==> config.mk <==
export PLATFORM = sky130hd
export DESIGN_NAME = stps_front
export DESIGN_NICKNAME = d
export VERILOG_FILES = /design/src/hw/rtl/stps_pkg.sv /design/src/hw/rtl/stps_front.sv
export SDC_FILE = /design/constraint.sdc
export NUM_CORES = 1
export LEC_CHECK = 0
export ABC_AREA = 1
export BUFFER_PORTS_ARGS = -buffer_cell sky130_fd_sc_hd__buf_4
export CAP_MARGIN = 20
export CORE_MARGIN = 5
export CORE_UTILIZATION = 51
export CTS_BUF_LIST = sky130_fd_sc_hd__clkbuf_4 sky130_fd_sc_hd__clkbuf_8
export DETAILED_ROUTE_END_ITERATION = 6
export PLACE_DENSITY_LB_ADDON = 0.1
export SLEW_MARGIN = 10
export SYNTH_ARGS = -nofsm -noshare
export SYNTH_HDL_FRONTEND = slang
export SYNTH_SLANG_ARGS = --single-unit
==> constraint.sdc <==
create_clock -name clk -period 2.9 [get_ports clk]
set_input_delay 0.58 -clock clk [delete_from_list [all_inputs] [get_ports clk]]
set_output_delay 0.58 -clock clk [all_outputs]
set_load 0.01 [all_outputs]
==> src/hw/rtl/stps_pkg.sv <==
// Shared constants, command codes and result layout of the serial test statistics unit.
`timescale 1ns / 1ps
package stps_pkg;
	localparam int MAX_PATTERN_DEF   = 12;
	localparam int MAX_BITS_LOG2_DEF = 20;
	localparam int QUEUE_DEPTH       = 4;
	localparam logic [3:0] PATTERN_LENGTH_RST = 4'd3;

	localparam logic CMD_INC = 1'b0;
	localparam logic CMD_END = 1'b1;

	localparam int TDATA_IN_W  = 8;
	localparam int TDATA_OUT_W = 296;

	// last field in the lowest bits: packed struct members run from the top down
	typedef struct packed {
		logic        pad;
		logic [20:0] bit_count;
		logic [55:0] second_delta_scaled;
		logic [55:0] first_delta_scaled;
		logic [53:0] psi_m2_scaled;
		logic [53:0] psi_m1_scaled;
		logic [53:0] psi_m_scaled;
	} stps_result_t;
endpackage

==> src/hw/rtl/stps_front.sv <==
// Front end: take bits, track window and leading bits, issue histogram commands.
`timescale 1ns / 1ps
module stps_front #(
	parameter int MAX_PATTERN   = 12,
	parameter int MAX_BITS_LOG2 = 20,
	parameter int CMDW          = 38
) (
	input  logic                              clk,
	input  logic                              arst_n,
	input  logic [3:0]                        pattern_length,
	input  logic                              init_done,
	input  logic                              s_tvalid,
	output logic                              s_tready,
	input  logic [stps_pkg::TDATA_IN_W-1:0]   s_tdata,  // [0] bit_value
	input  logic                              s_tlast,
	input  logic                              q_full,
	output logic                              q_push,
	output logic [CMDW-1:0]                   q_din
);
	import stps_pkg::*;

	localparam int MP = MAX_PATTERN;
	localparam int CW = MAX_BITS_LOG2 + 1;
	localparam int MW = $clog2(MP + 1);
	localparam int JW = $clog2(MP);
	localparam logic [CW-1:0] LIMIT = CW'(1) << MAX_BITS_LOG2;

	localparam logic [1:0] ST_ACC  = 2'd0;
	localparam logic [1:0] ST_WRAP = 2'd1;
	localparam logic [1:0] ST_END  = 2'd2;

	function automatic logic [MP-1:0] low_mask(input logic [MW-1:0] k);
		return ~({MP{1'b1}} << k);
	endfunction

	logic [1:0]    state_q;
	logic [MP-1:0] win_q;
	logic [MP-1:0] lead_q;
	logic [CW-1:0] seen_q;
	logic [JW-1:0] j_q;

	logic [MW-1:0] m_use;
	logic          acc;
	logic          under;
	logic [MP-1:0] win_nx;
	logic [CW-1:0] seen_nx;
	logic [MP-1:0] wrap_win;
	logic          wrap_more;

	always_comb begin
		if (pattern_length == 4'd0) begin
			m_use = MW'(1);
		end else if ({1'b0, pattern_length} > 5'(MP)) begin
			m_use = MW'(MP);
		end else begin
			m_use = MW'(pattern_length);
		end
	end

	assign s_tready  = (state_q == ST_ACC) && init_done && !q_full;
	assign acc       = s_tvalid && s_tready;
	assign under     = seen_q < LIMIT;
	assign win_nx    = {win_q[MP-2:0], s_tdata[0]};
	assign seen_nx   = seen_q + 1'b1;
	assign wrap_win  = {win_q[MP-2:0], lead_q[j_q]};
	assign wrap_more = (seen_q >= CW'(m_use)) && ((MW'(j_q) + MW'(1)) < m_use);

	always_comb begin
		q_push = 1'b0;
		q_din  = '0;
		unique case (state_q)
			ST_ACC: begin
				if (acc && under && (seen_nx >= CW'(m_use))) begin
					q_push = 1'b1;
					q_din  = {CW'(0), MW'(0), win_nx & low_mask(m_use), CMD_INC};
				end
			end
			ST_WRAP: begin
				if (wrap_more && !q_full) begin
					q_push = 1'b1;
					q_din  = {CW'(0), MW'(0), wrap_win & low_mask(m_use), CMD_INC};
				end
			end
			ST_END: begin
				if (!q_full) begin
					q_push = 1'b1;
					q_din  = {seen_q, m_use, MP'(0), CMD_END};
				end
			end
			default: ;
		endcase
	end

	always_ff @(posedge clk or negedge arst_n) begin
		if (!arst_n) begin
			state_q <= ST_ACC;
			win_q   <= '0;
			lead_q  <= '0;
			seen_q  <= '0;
			j_q     <= '0;
		end else begin
			unique case (state_q)
				ST_ACC: begin
					if (acc) begin
						if (under) begin
							win_q  <= win_nx;
							seen_q <= seen_nx;
							if (seen_q < CW'(MP)) begin
								lead_q[seen_q[JW-1:0]] <= s_tdata[0];
							end
						end
						if (s_tlast) begin
							state_q <= ST_WRAP;
							j_q     <= '0;
						end
					end
				end
				ST_WRAP: begin
					if (!wrap_more) begin
						state_q <= ST_END;
					end else if (!q_full) begin
						win_q <= wrap_win;
						j_q   <= j_q + 1'b1;
					end
				end
				ST_END: begin
					if (!q_full) begin
						win_q   <= '0;
						lead_q  <= '0;
						seen_q  <= '0;
						state_q <= ST_ACC;
					end
				end
				default: state_q <= ST_ACC;
			endcase
		end
	end
endmodule

==> metrics.sh <==
MOSTFREQUENTLAYOUTCELL='sky130_fd_sc_hd__nand2_1'
POST_SYNTH_INSTANCE_AREA_SQ_MM=0.003699
DRT_DRC_VIOLATIONS_LEFT=0
NETS=672
TIMING.CRITICAL_PATH.FANOUT_MAX=6
YOSYS_WARNINGS=0
YS_SEQ_AREA_SHARE_PCT=33.83
SYNTH_LARGEST_TYPE_AREA_FRACTION_PCT=33.83
SYNTH_AREA_LEADER_CELL='sky130_fd_sc_hd__dfrtp_1'
SYNTH_EDF_COUNT=0
SKEW_NS=0.01001
WORST_EP_REQUIRED_TIME_NS=2.32
LAYOUT_MIN_CYCLE_TIME_NS=3.316
TIMING.SLEW.HEADROOM_PCT=54.87
CLK_PIN_SLEW_NS=0.11
FILL_CELLS=658
CTS_SINKS=50
POSTSYNTHNETCOUNT=591
MOST-COMMON-LAYOUT-CELLS='sky130_fd_sc_hd__nand2_1 (152), sky130_fd_sc_hd__buf_4 (79), sky130_fd_sc_hd__nor2_1 (68)'
FAILED_CHECKS='negative setup slack'
GRT.MET3_USAGE_PCT=3.552
SETUP_SLACK_NS=-0.4155
SYN_TO_FINAL_GROWTH_PCT=29.16
PLACEMENT_ROWS=31
GLOBAL_ROUTE_WIRE_LENGTH_BEFORE_REPAIR_MM=17.21
ROUTED_WIRELENGTH_MM=10.84
VIA_PER_INST=5.420
GLOBAL_ROUTE.OVERFLOW_TOTAL=0
STARTING_DENSITY_PCT=51.54
GRT_UTIL_ALL_LAYERS_PCT=24.02
GP_CONGESTION=0.9457
DIE_WIDTH_UM=95.16
CLOCK_PATH_BUFFERS=2
WORSTMARGINPINSLEW_NS=0.6769
SYNTH_CELLS=554
IR_WORST_VDD_V=0.0004178
DETAILROUTE.VIA_COUNT=3984
ANTENNA_FOUND_INITIAL=0
DETAIL_ROUTE.WL_PER_CELL_UM=14.75
UTILIZATION_PCT=66.57
CTS_TREE='yes'
SETUP_VIOL=13
CTSROOTBUFFERMASTER='sky130_fd_sc_hd__clkbuf_8'
FIRST_GLOBAL_VIAS=3649
DETAIL_ROUTE.ITER0.VIOLATIONS=305
POWER_PER_CELL_AREA_mW_PER_MM2=988.5
WORST_SETUP_PATH_END_KIND='output pin'
CRITPATHKIND='reg -> out'
SYNTHARSTFLOPSHARE_PCT=100.0
OUTCOME='complete, but fails checks'
GRT_MAX_DEGREE=51
TOP_USAGE_LAYER='met2'
BUFFER_PORTS.INSERTED=50
HOLDBUFCOUNTCTS=0
BOUNDARYPINS=58
FLOORPLAN.DIE.HEIGHT_UM=95.16
YOSYSUNIQUECELLTYPES=30
CRITICAL_PATH_ARRIVAL_NS=2.74
SYNTHTOPCELLSBYAREA='sky130_fd_sc_hd__dfrtp_1 (34%), sky130_fd_sc_hd__nand2_1 (16%), sky130_fd_sc_hd__nor2_1 (7.6%), sky130_fd_sc_hd__ha_1 (6.4%), sky130_fd_sc_hd__inv_1 (6.0%)'
POST_ROUTE_SETUP_TNS_NS=-5.054
PLACEABLECOREAREA_SQ_MM=0.007176
FP.DIEAREA_SQ_MM=0.009055
SYNTH_TOP_FLOP_CELL='sky130_fd_sc_hd__dfrtp_1'
DP_HPWL_MM=7.811
GROUTE.LAYER.MET1.USAGE_PCT=33.15
MAX_CAP_VIOLATIONS=0
ACHIEVABLE-FREQUENCY_GHz=0.3016
TIMING_HOLD_VIOLATIONS_FINAL=0
ANTENNA_LEFT=0
AVGSYNTHCELLAREA_SQ_UM=6.676
GRT_UTIL_MET2_PCT=39.59
POST_ROUTE_CELLS_DRIVE_ABOVE_1_SHARE_PCT=23.43
LEAKAGEPOWER_uW=0.002252
FIRST_PASS_ITERS=5
H-TREE-DEPTH=2
TRITONCTS.NUM_BUFFERS=5
YOSYS_REGISTER_BITS=50
FINAL_MIN_PERIOD_OVER_CLOCK_PERIOD_PCT=114.3
PATH_CLASS_OF_THE_LOWEST_SLACK_MIN_DELAY_PATH='in -> async'
SETUP_CRIT_START_KIND='flop'
FINALMAXSLEWVIOLATIONS=0
ANTENNA_CELLS=0
UNREPAIRED_SETUP_ENDPOINTS_AFTER_GLOBAL_ROUTING='true'
CLK_LATENCY_NS=0.32
-- layer usage --
metal,up-vias,wire (um)
li1,1967,-
met1,1892,4954
met2,114,5254
met3,11,497
met4,0,131
met5,-,0
-- flip-flops by register name, indices dropped and copies added, names as in the netlist --
signal	cells
lead_q	12
seen_q	21
state_q	2
j_q	4
win_q	11
-- layout make-up --
cell class / count / area, sq um / area share (%)
clock inverters: 3 / 43.79 / 0.9167
well taps: 99 / 123.9 / 2.593
clock buffers: 5 / 68.82 / 1.441
flip-flops and latches: 50 / 1251 / 26.19
inverters: 62 / 232.7 / 4.872
multi-input cells: 426 / 2308 / 48.32
repair buffers: 90 / 748.2 / 15.66
-- Yosys cell counts, types with 7 or more instances --
| master | number |
|---|---|
| sky130_fd_sc_hd__nand2_1 | 162 |
| sky130_fd_sc_hd__nor2_1 | 75 |
| sky130_fd_sc_hd__inv_1 | 59 |
| sky130_fd_sc_hd__dfrtp_1 | 50 |
| sky130_fd_sc_hd__o21ai_0 | 42 |
| sky130_fd_sc_hd__nand3_1 | 32 |
| sky130_fd_sc_hd__ha_1 | 19 |
| sky130_fd_sc_hd__a21oi_1 | 16 |
| sky130_fd_sc_hd__nand4_1 | 16 |
| sky130_fd_sc_hd__o21ai_1 | 13 |
| sky130_fd_sc_hd__o31ai_1 | 12 |
| sky130_fd_sc_hd__o22ai_1 | 10 |
| sky130_fd_sc_hd__clkbuf_1 | 7 |
-- what timing repair did --
action,4_1_cts,5_1_grt
setup endpoints to repair,13,25
pin swaps,4,15
gates cloned,0,1
setup buffers,7,2
endpoints found under the hold margin,0,0
resized for setup,13,38
-- final timing paths --
kind,from,to,slack (ns),cells after the start
hold / removal,arst_n,lead_q[6],0.28,1
hold reg to reg,lead_q[1],lead_q[1],0.50,2
setup / recovery,seen_q[0],q_din[7],-0.42,16
min in group clk,lead_q[1],lead_q[1],0.50,2
setup reg to reg,seen_q[0],win_q[7],0.37,15
max in group asynchronous,arst_n,seen_q[1],2.15,1
-- cells by family (layout without fill, tap and decap cells) --
group | after synthesis | in the layout | synth area share (%)
simple gates | 303 | 303 | 34.88
flops | 50 | 50 | 33.83
compound gates | 97 | 97 | 14.61
xor+xnor | 6 | 6 | 1.421
buf+inv | 78 | 160 | 8.559
fa+ha+maj | 19 | 19 | 6.428
mux | 1 | 1 | 0.2706
-- per-stage QoR --
step | total power [uW] | instance area (sq um) | hold WS, ns | std cells | setup slack [ns]
after global placement | 3803 | 4359 | 0.4608 | 718 | -0.1328
after detailed placement | 3855 | 4359 | 0.4713 | 718 | -0.1806
after CTS | 4522 | 4592 | 0.3176 | 733 | -0.2413
final | 4722 | 4777 | 0.2827 | 735 | -0.4155
after global routing | 5105 | 4777 | 0.3351 | 735 | -0.5819
after floorplan | 2901 | 3699 | 0.2844 | 554 | 0.2017
-- report_power, final --
part | switching, uW | internal, uW
clock network | 262 | 259
logic | 1920 | 1140
registers | 211 | 926
total | 2400 | 2320
-- critical path, cell delays in order (launching register included) --
cell and delay (ns):
sky130_fd_sc_hd__dfrtp_1 0.42, sky130_fd_sc_hd__ha_2 0.23, sky130_fd_sc_hd__inv_2 0.05, sky130_fd_sc_hd__buf_6 0.11, sky130_fd_sc_hd__nor2_4 0.27, sky130_fd_sc_hd__buf_6 0.15
sky130_fd_sc_hd__nand3_1 0.09, sky130_fd_sc_hd__nand2_1 0.13, sky130_fd_sc_hd__nand2_2 0.08, sky130_fd_sc_hd__nor2_2 0.10, sky130_fd_sc_hd__nand3_2 0.07, sky130_fd_sc_hd__nor2_2 0.10
sky130_fd_sc_hd__nand3_2 0.14, sky130_fd_sc_hd__nand2_4 0.13, sky130_fd_sc_hd__clkbuf_16 0.16, sky130_fd_sc_hd__a21oi_2 0.05, sky130_fd_sc_hd__buf_4 0.14
No activity file was read; power rests on OpenSTA's default activity.
