File: src/hw/rtl/stps_queue.sv
// Short command queue between the bit front end and the histogram back end.
`timescale 1ns / 1ps
module stps_queue #(
	parameter int WIDTH = 8,
	parameter int DEPTH = 4
) (
	input  logic             clk,
	input  logic             arst_n,
	input  logic             push,
	input  logic [WIDTH-1:0] din,
	output logic             full,
	input  logic             pop,
	output logic [WIDTH-1:0] dout,
	output logic             empty
);
	localparam int PW = (DEPTH > 1) ? $clog2(DEPTH) : 1;
	localparam int CNTW = $clog2(DEPTH + 1);

	logic [WIDTH-1:0] slot_q [DEPTH];
	logic [PW-1:0]    wr_q;
	logic [PW-1:0]    rd_q;
	logic [CNTW-1:0]  cnt_q;
	logic             do_push;
	logic             do_pop;

	assign full    = (cnt_q == CNTW'(DEPTH));
	assign empty   = (cnt_q == '0);
	assign dout    = slot_q[rd_q];
	assign do_push = push && !full;
	assign do_pop  = pop && !empty;

	always_ff @(posedge clk) begin
		if (do_push) begin
			slot_q[wr_q] <= din;
		end
	end

	always_ff @(posedge clk or negedge arst_n) begin
		if (!arst_n) begin
			wr_q  <= '0;
			rd_q  <= '0;
			cnt_q <= '0;
		end else begin
			if (do_push) begin
				wr_q <= (wr_q == PW'(DEPTH - 1)) ? '0 : wr_q + 1'b1;
			end
			if (do_pop) begin
				rd_q <= (rd_q == PW'(DEPTH - 1)) ? '0 : rd_q + 1'b1;
			end
			if (do_push && !do_pop) begin
				cnt_q <= cnt_q + 1'b1;
			end else if (do_pop && !do_push) begin
				cnt_q <= cnt_q - 1'b1;
			end
		end
	end
endmodule

File: config.mk
export PLATFORM = sky130hd
export DESIGN_NAME = stps_queue
export DESIGN_NICKNAME = d
export VERILOG_FILES = /design/src/hw/rtl/stps_queue.sv
export SDC_FILE = /design/constraint.sdc
export NUM_CORES = 1
export LEC_CHECK = 0
export ABC_CLOCK_PERIOD_IN_PS = 3200
export BUFFER_PORTS_ARGS = -buffer_cell sky130_fd_sc_hd__clkbuf_2
export CAP_MARGIN = 15
export CORE_MARGIN = 5
export CORE_UTILIZATION = 60
export DETAILED_ROUTE_END_ITERATION = 12
export GPL_TIMING_DRIVEN = 0
export HOLD_SLACK_MARGIN = 0.06
export PLACE_DENSITY = 0.91
export SKIP_CTS_REPAIR_TIMING = 1
export SYNTH_ARGS = -nofsm -noshare
export SYNTH_HDL_FRONTEND = slang
export SYNTH_SLANG_ARGS = --single-unit
File: constraint.sdc
create_clock -name clk -period 3.2 [get_ports clk]
set_input_delay 0.16 -clock clk [delete_from_list [all_inputs] [get_ports clk]]
set_output_delay 0.16 -clock clk [all_outputs]
set_load 0.02 [all_outputs]
==> run summary, run 1 <==
Setup TNS: 0 ns
Status: completed
Final hold vios: 0
Fmax: 0.469 GHz
Largest cells by area after synthesis: edfxtp_1, mux4_2, dfrtp_1
Die extent in x: 62.0 um
Worst Hold Class: input port to register
Most frequent cells in the layout: edfxtp_1, clkbuf_2, dlygate4sd3_1
Max cap viols: 0
Routability cong.: 0.661
Final period util: 66.6%
Ant diodes: 0
Row count: 18
Area added between synthesis and finish: 17.4%
Clock root cell: clkbuf_4
Share of the synthesized area in the top cell type: 59.3%
CP max FO: 4
Routed vias/inst: 5.38
Antenna viol nets, final: 0
Sink Count: 39
Largest net degree at the start of global routing: 12
# DRC: 0
Worst-path clk slew: 0.10 ns
Least-Margin Pin Slew: 0.538 ns
Critical path origin: cnt_q[0]$_DFFE_PN0P_
Startpoint types: register
Worst path required time: 3.46 ns
Post-Route WL: 2.57 mm
CTS tree: done
R2R cell count: 8
Syn_nets: 98
Mean Syn Cell Area: 20.5 um2
Avg WL per Cell: 17.5 um
Die Y: 62.0 um
Worst setup EP type: register
Cts bufs inserted: 5
Aggregate global routing overflow: 0
Seq/Total Area, Yosys: 70.1%
Initial antenna violation count: 0
Placed Instances: 130
Commonest non-fill, non-tap cell in the layout: edfxtp_1
Number of global-route vias before repair: 819
Cells after synthesis: 79
Distinct cell type count of the synthesized netlist: 19
Starting Density: 64.2%
GRT Total Usage: 15.5%
Clock Tree Buf Depth: 2
Skew final: 0.00849 ns
Synth area leader: edfxtp_1
Synth Cell Area: 1620 um2
First-pass GRT wire length: 3.83 mm
Worst vdd ir: 0.678 mV
Leakage power: 0.732 nW
Pwr Density: 870 nW/um2
HP Start: pop
Count of input and output buffers: 21
Core area: 2520 um2
Via count: 791
Number of DRC markers in iteration 0: 20
Hold_ws: 0.174 ns
Worst EP arrival: 2.40 ns
Final core occ: 75.4%
Max-Slew Margin vs Limit: 64.1%
First-pass DRT Iterations: 4
Nets: 135
Hold path depth: 3
H-tree depth: 2
Die footprint: 3840 um2
HPWL Detailed: 1.80 mm
Fin. max-slew vios: 0
RSZ-0062 raised after global routing: no
Worst-Skew Late Latency: 0.34 ns
Tmin final: 2.13 ns
I/O pins: 22
Non-Filler Instances: 147
Ys Warns: 0
FF+latch count, synth: 39
Worst r2r src: cnt_q[0]$_DFFE_PN0P_
Worst Setup Path Type: register to register
Setup-failing EPs final: 0
Share of cells above drive strength 1: 41.0%
synth_stat cells:
cell type  instances
mux2_2             3
fa_1               1
inv_1              3
xnor2_1            1
nor2b_2            1
and2_2             4
buf_2              1
mux4_2             8
edfxtp_1          32
dfrtp_1            7
mux2_4             2
nand2b_4           1
ha_1               6
nor3b_4            1
buf_6              1
xor2_1             2
nor3_1             1
buf_1              1
nor2_1             3
through the flow:
step / total power [mW] / instance area (um2) / worst slack (ns)
after detailed placement: 1.44 / 1760 / 1.13
after global placement: 1.40 / 1760 / 1.23
after floorplan: 1.25 / 1620 / 0.887
after CTS: 1.67 / 1810 / 1.07
after global routing: 1.76 / 1900 / 0.939
final: 1.65 / 1900 / 1.07
registers in the layout (all words and copies together) (netlist names):
name / flops
wr_q: 2
rd_q: 2
slot_q: 32
cnt_q: 3
power breakdown:
| part | switching [mW] | leakage, nW | internal [mW] | total (mW) |
|---|---|---|---|---|
| Combinational | 0.349 | 0.330 | 0.316 | 0.665 |
| Clock | 0.141 | 0.0265 | 0.0875 | 0.228 |
| Sequential | 0.0743 | 0.375 | 0.687 | 0.761 |
| Total | 0.564 | 0.732 | 1.09 | 1.65 |
path summary, 6_finish.rpt:
kind                                              to  slack [ns]
worst min-delay path             rd_q[1]$_DFFE_PN0P_        0.17
worst min register to register  cnt_q[2]$_DFFE_PN0P_        0.51
worst max register to register  cnt_q[2]$_DFFE_PN0P_        1.07
max in group asynchronous        wr_q[0]$_DFFE_PN0P_        2.84
worst max-delay path            cnt_q[2]$_DFFE_PN0P_        1.07
min in group asynchronous       cnt_q[0]$_DFFE_PN0P_        0.19
metal layers:
metal | share of wire, % | routed length, um | vias up | GRT usage [%]
li1 | - | - | 377 | -
met1 | 40 | 1040 | 394 | 17.5
met2 | 53 | 1360 | 15 | 25.7
met3 | 5.0 | 129 | 5 | 4.96
met4 | 1.8 | 46 | 0 | 9.09
met5 | 0 | 0 | - | 0
cell families after synthesis:
group	after synthesis	synth area share (%)
multiplexers	13	15.1
XOR/XNOR	3	1.62
adder cells (fa/ha/maj)	7	5.87
AND/OR/NAND/NOR	11	5.41
flip-flops	39	70.1
buffers and inverters	6	1.93
layout make-up:
type	count	area (um2)
plain buffers	3	20.0
multi-input cells	34	453
fillers	161	621
inverters	3	11.3
flip-flops and latches	39	1140
clock buffers	8	48.8
repair buffers	30	195
well taps	30	37.5
worst max-delay path, stage by stage (launching register included):
cell and delay (ns):
dfrtp_1 0.49, nor3_1 0.30, nand2b_4 0.21, ha_1 0.18
inv_1 0.06, fa_1 0.38, xor2_1 0.15, nor2_1 0.12
xor2_1 0.16
(Power assumes the default switching activity.)
==> run 2: changes to the inputs <==
- ABC_CLOCK_PERIOD_IN_PS: 3200 -> 1800
- CORE_UTILIZATION: 60 -> 50
- PLACE_DENSITY: 0.91 -> 0.82
- clock period: 3.2 -> 1.8 ns (I/O delays scaled with it)
==> run summary, run 2 (synthesis gave the netlist of run 1 again) <==
Hold_ws: 0.0988 ns (-0.0756 ns)
First-pass DRT Iterations: 4 (unchanged)
Most frequent cells in the layout: edfxtp_1, clkbuf_2, dlygate4sd3_1
Seq pwr share: 41.8% (-4.2 points)
Commonest non-fill, non-tap cell in the layout: edfxtp_1
Die Y: 66.9 um (+8.0%)
Skew final: 0.00718 ns (-0.00131 ns)
Number of global-route vias before repair: 804 (-1.8%)
Worst Hold Class: input port to async pin
Max reg flops: 32 (unchanged)
RSZ-0062 raised after global routing: yes
Design Area, Final: 2040 um2 (+7.5%)
Leakage power: 0.792 nW (+8.2%)
Worst path required time: 2.04 ns (-1.42 ns)
Number of DRC markers in iteration 0: 65 (+230%)
Max cap viols: 0 (unchanged)
GR peak layer: met2
Final core occ: 66.4% (-9.0 points)
Initial antenna violation count: 0 (unchanged)
Worst Slack Setup Final: -0.0389 ns (-1.11 ns)
Final hold vios: 0 (unchanged)
Met2 usage: 21.3% (-4.5 points)
Worst vdd ir: 0.784 mV (+16%)
Clk pwr share: 17.1% (+3.3 points)
Met3 GRT Util: 4.38% (-0.57 points)
Clock root cell: clkbuf_4
Via count: 826 (+4.4%)
HPWL Detailed: 1.68 mm (-7.0%)
Avg WL per Cell: 15.1 um (-13%)
Sink Count: 39 (unchanged)
# DRC: 0 (unchanged)
GRT Total Usage: 12.5% (-3.0 points)
CTS tree: done
Pint: 2.20 mW (+100%)
Max-Slew Margin vs Limit: 83.7% (+20 points)
Worst-path clk slew: 0.11 ns (about the same)
Startpoint types: register
Non-Filler Instances: 169 (+15%)
Least-Margin Pin Slew: 0.244 ns (-0.294 ns)
Cts bufs inserted: 5 (unchanged)
Setup-failing EPs final: 2 (+2)
Fmax: 0.544 GHz (+16%)
First-pass GRT wire length: 3.86 mm (+0.73%)
Row count: 20 (+2)
Largest net degree at the start of global routing: 13 (+1)
Failing checks: negative setup slack
Largest regs: slot_q: 32 flops, cnt_q: 3 flops
Count of input and output buffers: 21 (unchanged)
Switching power: 1.06 mW (+87%)
Status: complete, but fails checks
Core area: 3080 um2 (+22%)
Starting Density: 52.6% (-12 points)
GRT met1 Usage: 13.9% (-3.6 points)
Die footprint: 4480 um2 (+17%)
I/O pins: 22 (unchanged)
CP max FO: 3 (-1)
Antenna viol nets, final: 0 (unchanged)
Share of cells above drive strength 1: 52.8% (+12 points)
Placed Instances: 144 (+11%)
Worst-Skew Late Latency: 0.35 ns (about the same)
DP Area: 1810 um2 (+2.4%)
Area added between synthesis and finish: 26.2%
Clock Tree Buf Depth: 2 (unchanged)
Final period util: 102% (+36 points)
Routability cong.: 0.663 (+0.36%)
H-tree depth: 2 (unchanged)
Routed vias/inst: 4.89 (-9.2%)
Die extent in x: 66.9 um (+8.0%)
Pwr Density: 1590 nW/um2 (+83%)
Logic pwr share: 41.1% (+0.9 points)
Worst EP arrival: 2.08 ns (-0.32 ns)
Post-Route WL: 2.56 mm (-0.43%)
Fin. max-slew vios: 0 (unchanged)
Biggest register: slot_q
Ant diodes: 0 (unchanged)
Worst Setup Path Type: register to register
Sw Share: 32.5% (-1.6 points)
Worst setup EP type: register
Aggregate global routing overflow: 0 (unchanged)
Nets: 143 (+5.9%)
Tmin final: 1.84 ns (-0.293 ns)
[run 2: layout make-up]
type                       instances  area, um2
buffer                             3       27.5
clock buffer                       5       37.5
clock inverter                     3       38.8
fill                             216       1030
inverter                           3       11.3
multi-input combinational         34        479
sequential                        39       1140
tap                               44       55.1
timing repair buffer              38        255
[run 2: per-layer routing]
metal  up-vias  part of all wire, %
li1        391                    -
met1       406                   39
met2        22                   53
met3         7                  5.5
met4         0                  2.3
met5         -                    0
[run 2: metrics by stage]
step                total power [mW]  TNS, ns  worst slack (ns)
floorplan                       2.27   -0.284            -0.158
global placement                2.53  -0.0994           -0.0617
detailed placement              2.59   -0.162           -0.0930
CTS                             3.14   -0.760            -0.128
global route                    3.48   -0.181           -0.0990
finish                          3.25  -0.0486           -0.0389
[run 2: path summary, 6_finish.rpt]
path                       slack (ns)                  from                    to  depth (start not counted)
min                               0.1                arst_n   rd_q[1]$_DFFE_PN0P_                          2
max reg2reg                     -0.04  cnt_q[1]$_DFFE_PN0P_  cnt_q[1]$_DFFE_PN0P_                          7
min in group clk                 0.16                   pop  cnt_q[0]$_DFFE_PN0P_                          4
max                             -0.04  cnt_q[1]$_DFFE_PN0P_  cnt_q[1]$_DFFE_PN0P_                          7
min reg2reg                      0.59   wr_q[1]$_DFFE_PN0P_   wr_q[1]$_DFFE_PN0P_                          1
max in group asynchronous        1.52                arst_n  cnt_q[2]$_DFFE_PN0P_                          2
[run 2: critical path, stage by stage (launching register included)]
cell and delay [ns]:
dfrtp_2 0.46, nor3b_4 0.22, nor2b_2 0.06, buf_6 0.12, ha_4 0.15, inv_2 0.04, fa_2 0.41, mux2_2 0.27
[run 2: power by group through the flow]
stage	Clock (mW)	Combinational, mW	Sequential [mW]
after floorplan	0	0.915	1.36
after global placement	0	1.16	1.37
after detailed placement	0	1.20	1.39
after CTS	0.572	1.20	1.37
after global routing	0.622	1.47	1.39
final	0.555	1.34	1.36
==> run 3: changes to the inputs <==
- REMOVE_ABC_BUFFERS: not set -> 1
==> run summary, run 3 (synthesis gave the netlist of run 1 again) <==
Status: complete, but fails checks
Failing checks: negative setup slack
Worst r2r src: cnt_q[0]$_DFFE_PN0P_
Worst-path clk slew: 0.11 ns (about the same)
Core area: 3080 um2 (unchanged)
Crit path buf inv count: 2 (unchanged)
Stages on worst setup path: 7 (unchanged)
Clk pwr share: 14.6% (-2.5 points)
Biggest register: slot_q
Routability cong.: 0.684 (+3.2%)
Commonest non-fill, non-tap cell in the layout: edfxtp_1
Worst path required time: 2.04 ns (about the same)
I/O pins: 22 (unchanged)
Skew final: 0.00355 ns (-0.00363 ns)
Number of global-route vias before repair: 828 (+3.0%)
# DRC: 0 (unchanged)
Pint: 2.10 mW (-4.6%)
Die extent in x: 66.9 um (unchanged)
RSZ-0062 raised after global routing: yes
Startpoint types: register
Flop2flop setup slack: -0.11 ns (-0.08 ns)
Switching power: 1.11 mW (+4.9%)
Seq pwr share: 45.2% (+3.4 points)
CTS tree: done
Fmax: 0.522 GHz (-4.0%)
Count of input and output buffers: 21 (unchanged)
H-tree depth: 2 (unchanged)
Row count: 20 (unchanged)
First-pass GRT wire length: 3.95 mm (+2.5%)
HPWL Detailed: 1.66 mm (-1.2%)
Least-Margin Pin Slew: 0.463 ns (+0.220 ns)
Critical path origin: cnt_q[0]$_DFFE_PN0P_
Largest stage delay, worst path: 0.46 ns (about the same)
Die Y: 66.9 um (unchanged)
Placed Instances: 141 (-2.1%)
Max stage delay cell, worst path: dfrtp_2
Worst-Skew Late Latency: 0.34 ns (about the same)
Area added between synthesis and finish: 24.2%
Final period util: 106% (+4.2 points)
Worst vdd ir: 0.828 mV (+5.6%)
Number of DRC markers in iteration 0: 63 (-3.1%)
First-pass DRT Iterations: 5 (+1)
Worst Setup Path Type: register to register
Sw Share: 34.6% (+2.1 points)
Sink Count: 39 (unchanged)
Routed vias/inst: 5.16 (+5.5%)
CP max FO: 4 (+1)
Worst setup EP type: register
Most frequent cells in the layout: edfxtp_1, clkbuf_2, dlygate4sd3_1
Design Area, Final: 2010 um2 (-1.5%)
Tmin final: 1.91 ns (+0.0760 ns)
Setup TNS: -0.217 ns (-0.169 ns)
Aggregate global routing overflow: 0 (unchanged)
Cts bufs inserted: 5 (unchanged)
Post-Route WL: 2.95 mm (+15%)
Worst Hold Class: input port to async pin
Initial antenna violation count: 0 (unchanged)
Final core occ: 65.4% (-1.0 points)
Met2 usage: 20.7% (-0.62 points)
Starting Density: 52.6% (unchanged)
Clock root cell: clkbuf_4
DP Area: 1760 um2 (-2.5%)
Leakage power: 0.776 nW (-2.0%)
GRT Total Usage: 13.1% (+0.54 points)
Largest regs: slot_q: 32 flops, cnt_q: 3 flops
Die footprint: 4480 um2 (unchanged)
Avg WL per Cell: 17.6 um (+17%)
Max reg flops: 32 (unchanged)
Setup-failing EPs final: 2 (unchanged)
Max cap viols: 0 (unchanged)
Worst R2R End: cnt_q[1]$_DFFE_PN0P_
Antenna viol nets, final: 0 (unchanged)
Crit path cell chain: buf_6 > nor3b_4 > nor2b_4 > ha_4 > inv_2 > fa_2 > mux2_2
Largest net degree at the start of global routing: 13 (unchanged)
Share of cells above drive strength 1: 52.0% (-0.77 points)
CP top delay family: adder cells
Met3 GRT Util: 4.22% (-0.17 points)
Fin. max-slew vios: 0 (unchanged)
R2R cell count: 7 (unchanged)
Non-Filler Instances: 167 (-1.2%)
Place WS: -0.237 ns (-0.144 ns)
Tot Pwr: 3.20 mW (-1.5%)
GR peak layer: met2
Worst EP arrival: 2.16 ns (+0.08 ns)
Worst setup path endpoint: cnt_q[1]$_DFFE_PN0P_
GRT met1 Usage: 14.6% (+0.77 points)
Nets: 141 (-1.4%)
Worst Slack Setup Final: -0.115 ns (-0.0760 ns)
Hold_ws: 0.106 ns (+0.00686 ns)
Ant diodes: 0 (unchanged)
Final hold vios: 0 (unchanged)
Fill count: 215 (-0.46%)
Pwr Density: 1590 nW/um2 (about the same)
Max-Slew Margin vs Limit: 69.1% (-15 points)
Logic pwr share: 40.2% (-0.9 points)
Via count: 861 (+4.2%)
Clock Tree Buf Depth: 2 (unchanged)
-- run 3: cell type report --
class / instances / area (um2) / share of cell area [%]
clock inverters: 1 / 5.00 / 0.249
multi-input cells: 34 / 478 / 23.7
repair buffers: 39 / 267 / 13.2
well taps: 44 / 55.1 / 2.73
flip-flops and latches: 39 / 1140 / 56.7
clock buffers: 7 / 55.1 / 2.73
inverters: 3 / 11.3 / 0.559
-- run 3: worst min path at each step --
stage | cells past startpoint | start | to
detailed placement | 1 | arst_n | wr_q[0]$_DFFE_PN0P_
global placement | 1 | arst_n | wr_q[1]$_DFFE_PN0P_
CTS | 1 | arst_n | wr_q[0]$_DFFE_PN0P_
global route | 2 | arst_n | wr_q[0]$_DFFE_PN0P_
finish | 2 | arst_n | cnt_q[0]$_DFFE_PN0P_
floorplan | 0 | arst_n | cnt_q[0]$_DFFE_PN0P_
-- run 3: worst reg2reg max path, stage by stage, from the launching register on --
cell	delay, ns
dfrtp_2	0.46
buf_6	0.13
nor3b_4	0.24
nor2b_4	0.08
ha_4	0.16
inv_2	0.05
fa_2	0.42
mux2_2	0.27
-- run 3: power by group through the flow --
stage | registers (mW) | logic [mW] | clock network [mW]
final | 1.45 | 1.29 | 0.467
after global routing | 1.48 | 1.37 | 0.522
after CTS | 1.45 | 1.05 | 0.469
after detailed placement | 1.47 | 1.04 | 0
after global placement | 1.44 | 1.01 | 0
after floorplan | 1.40 | 0.795 | 0
-- run 3: layer usage --
| layer | part of all wire [%] | routed length (um) |
|---|---|---|
| met5 | 0 | 0 |
| met4 | 1.7 | 49 |
| met3 | 5.7 | 169 |
| met2 | 52 | 1530 |
| met1 | 41 | 1200 |
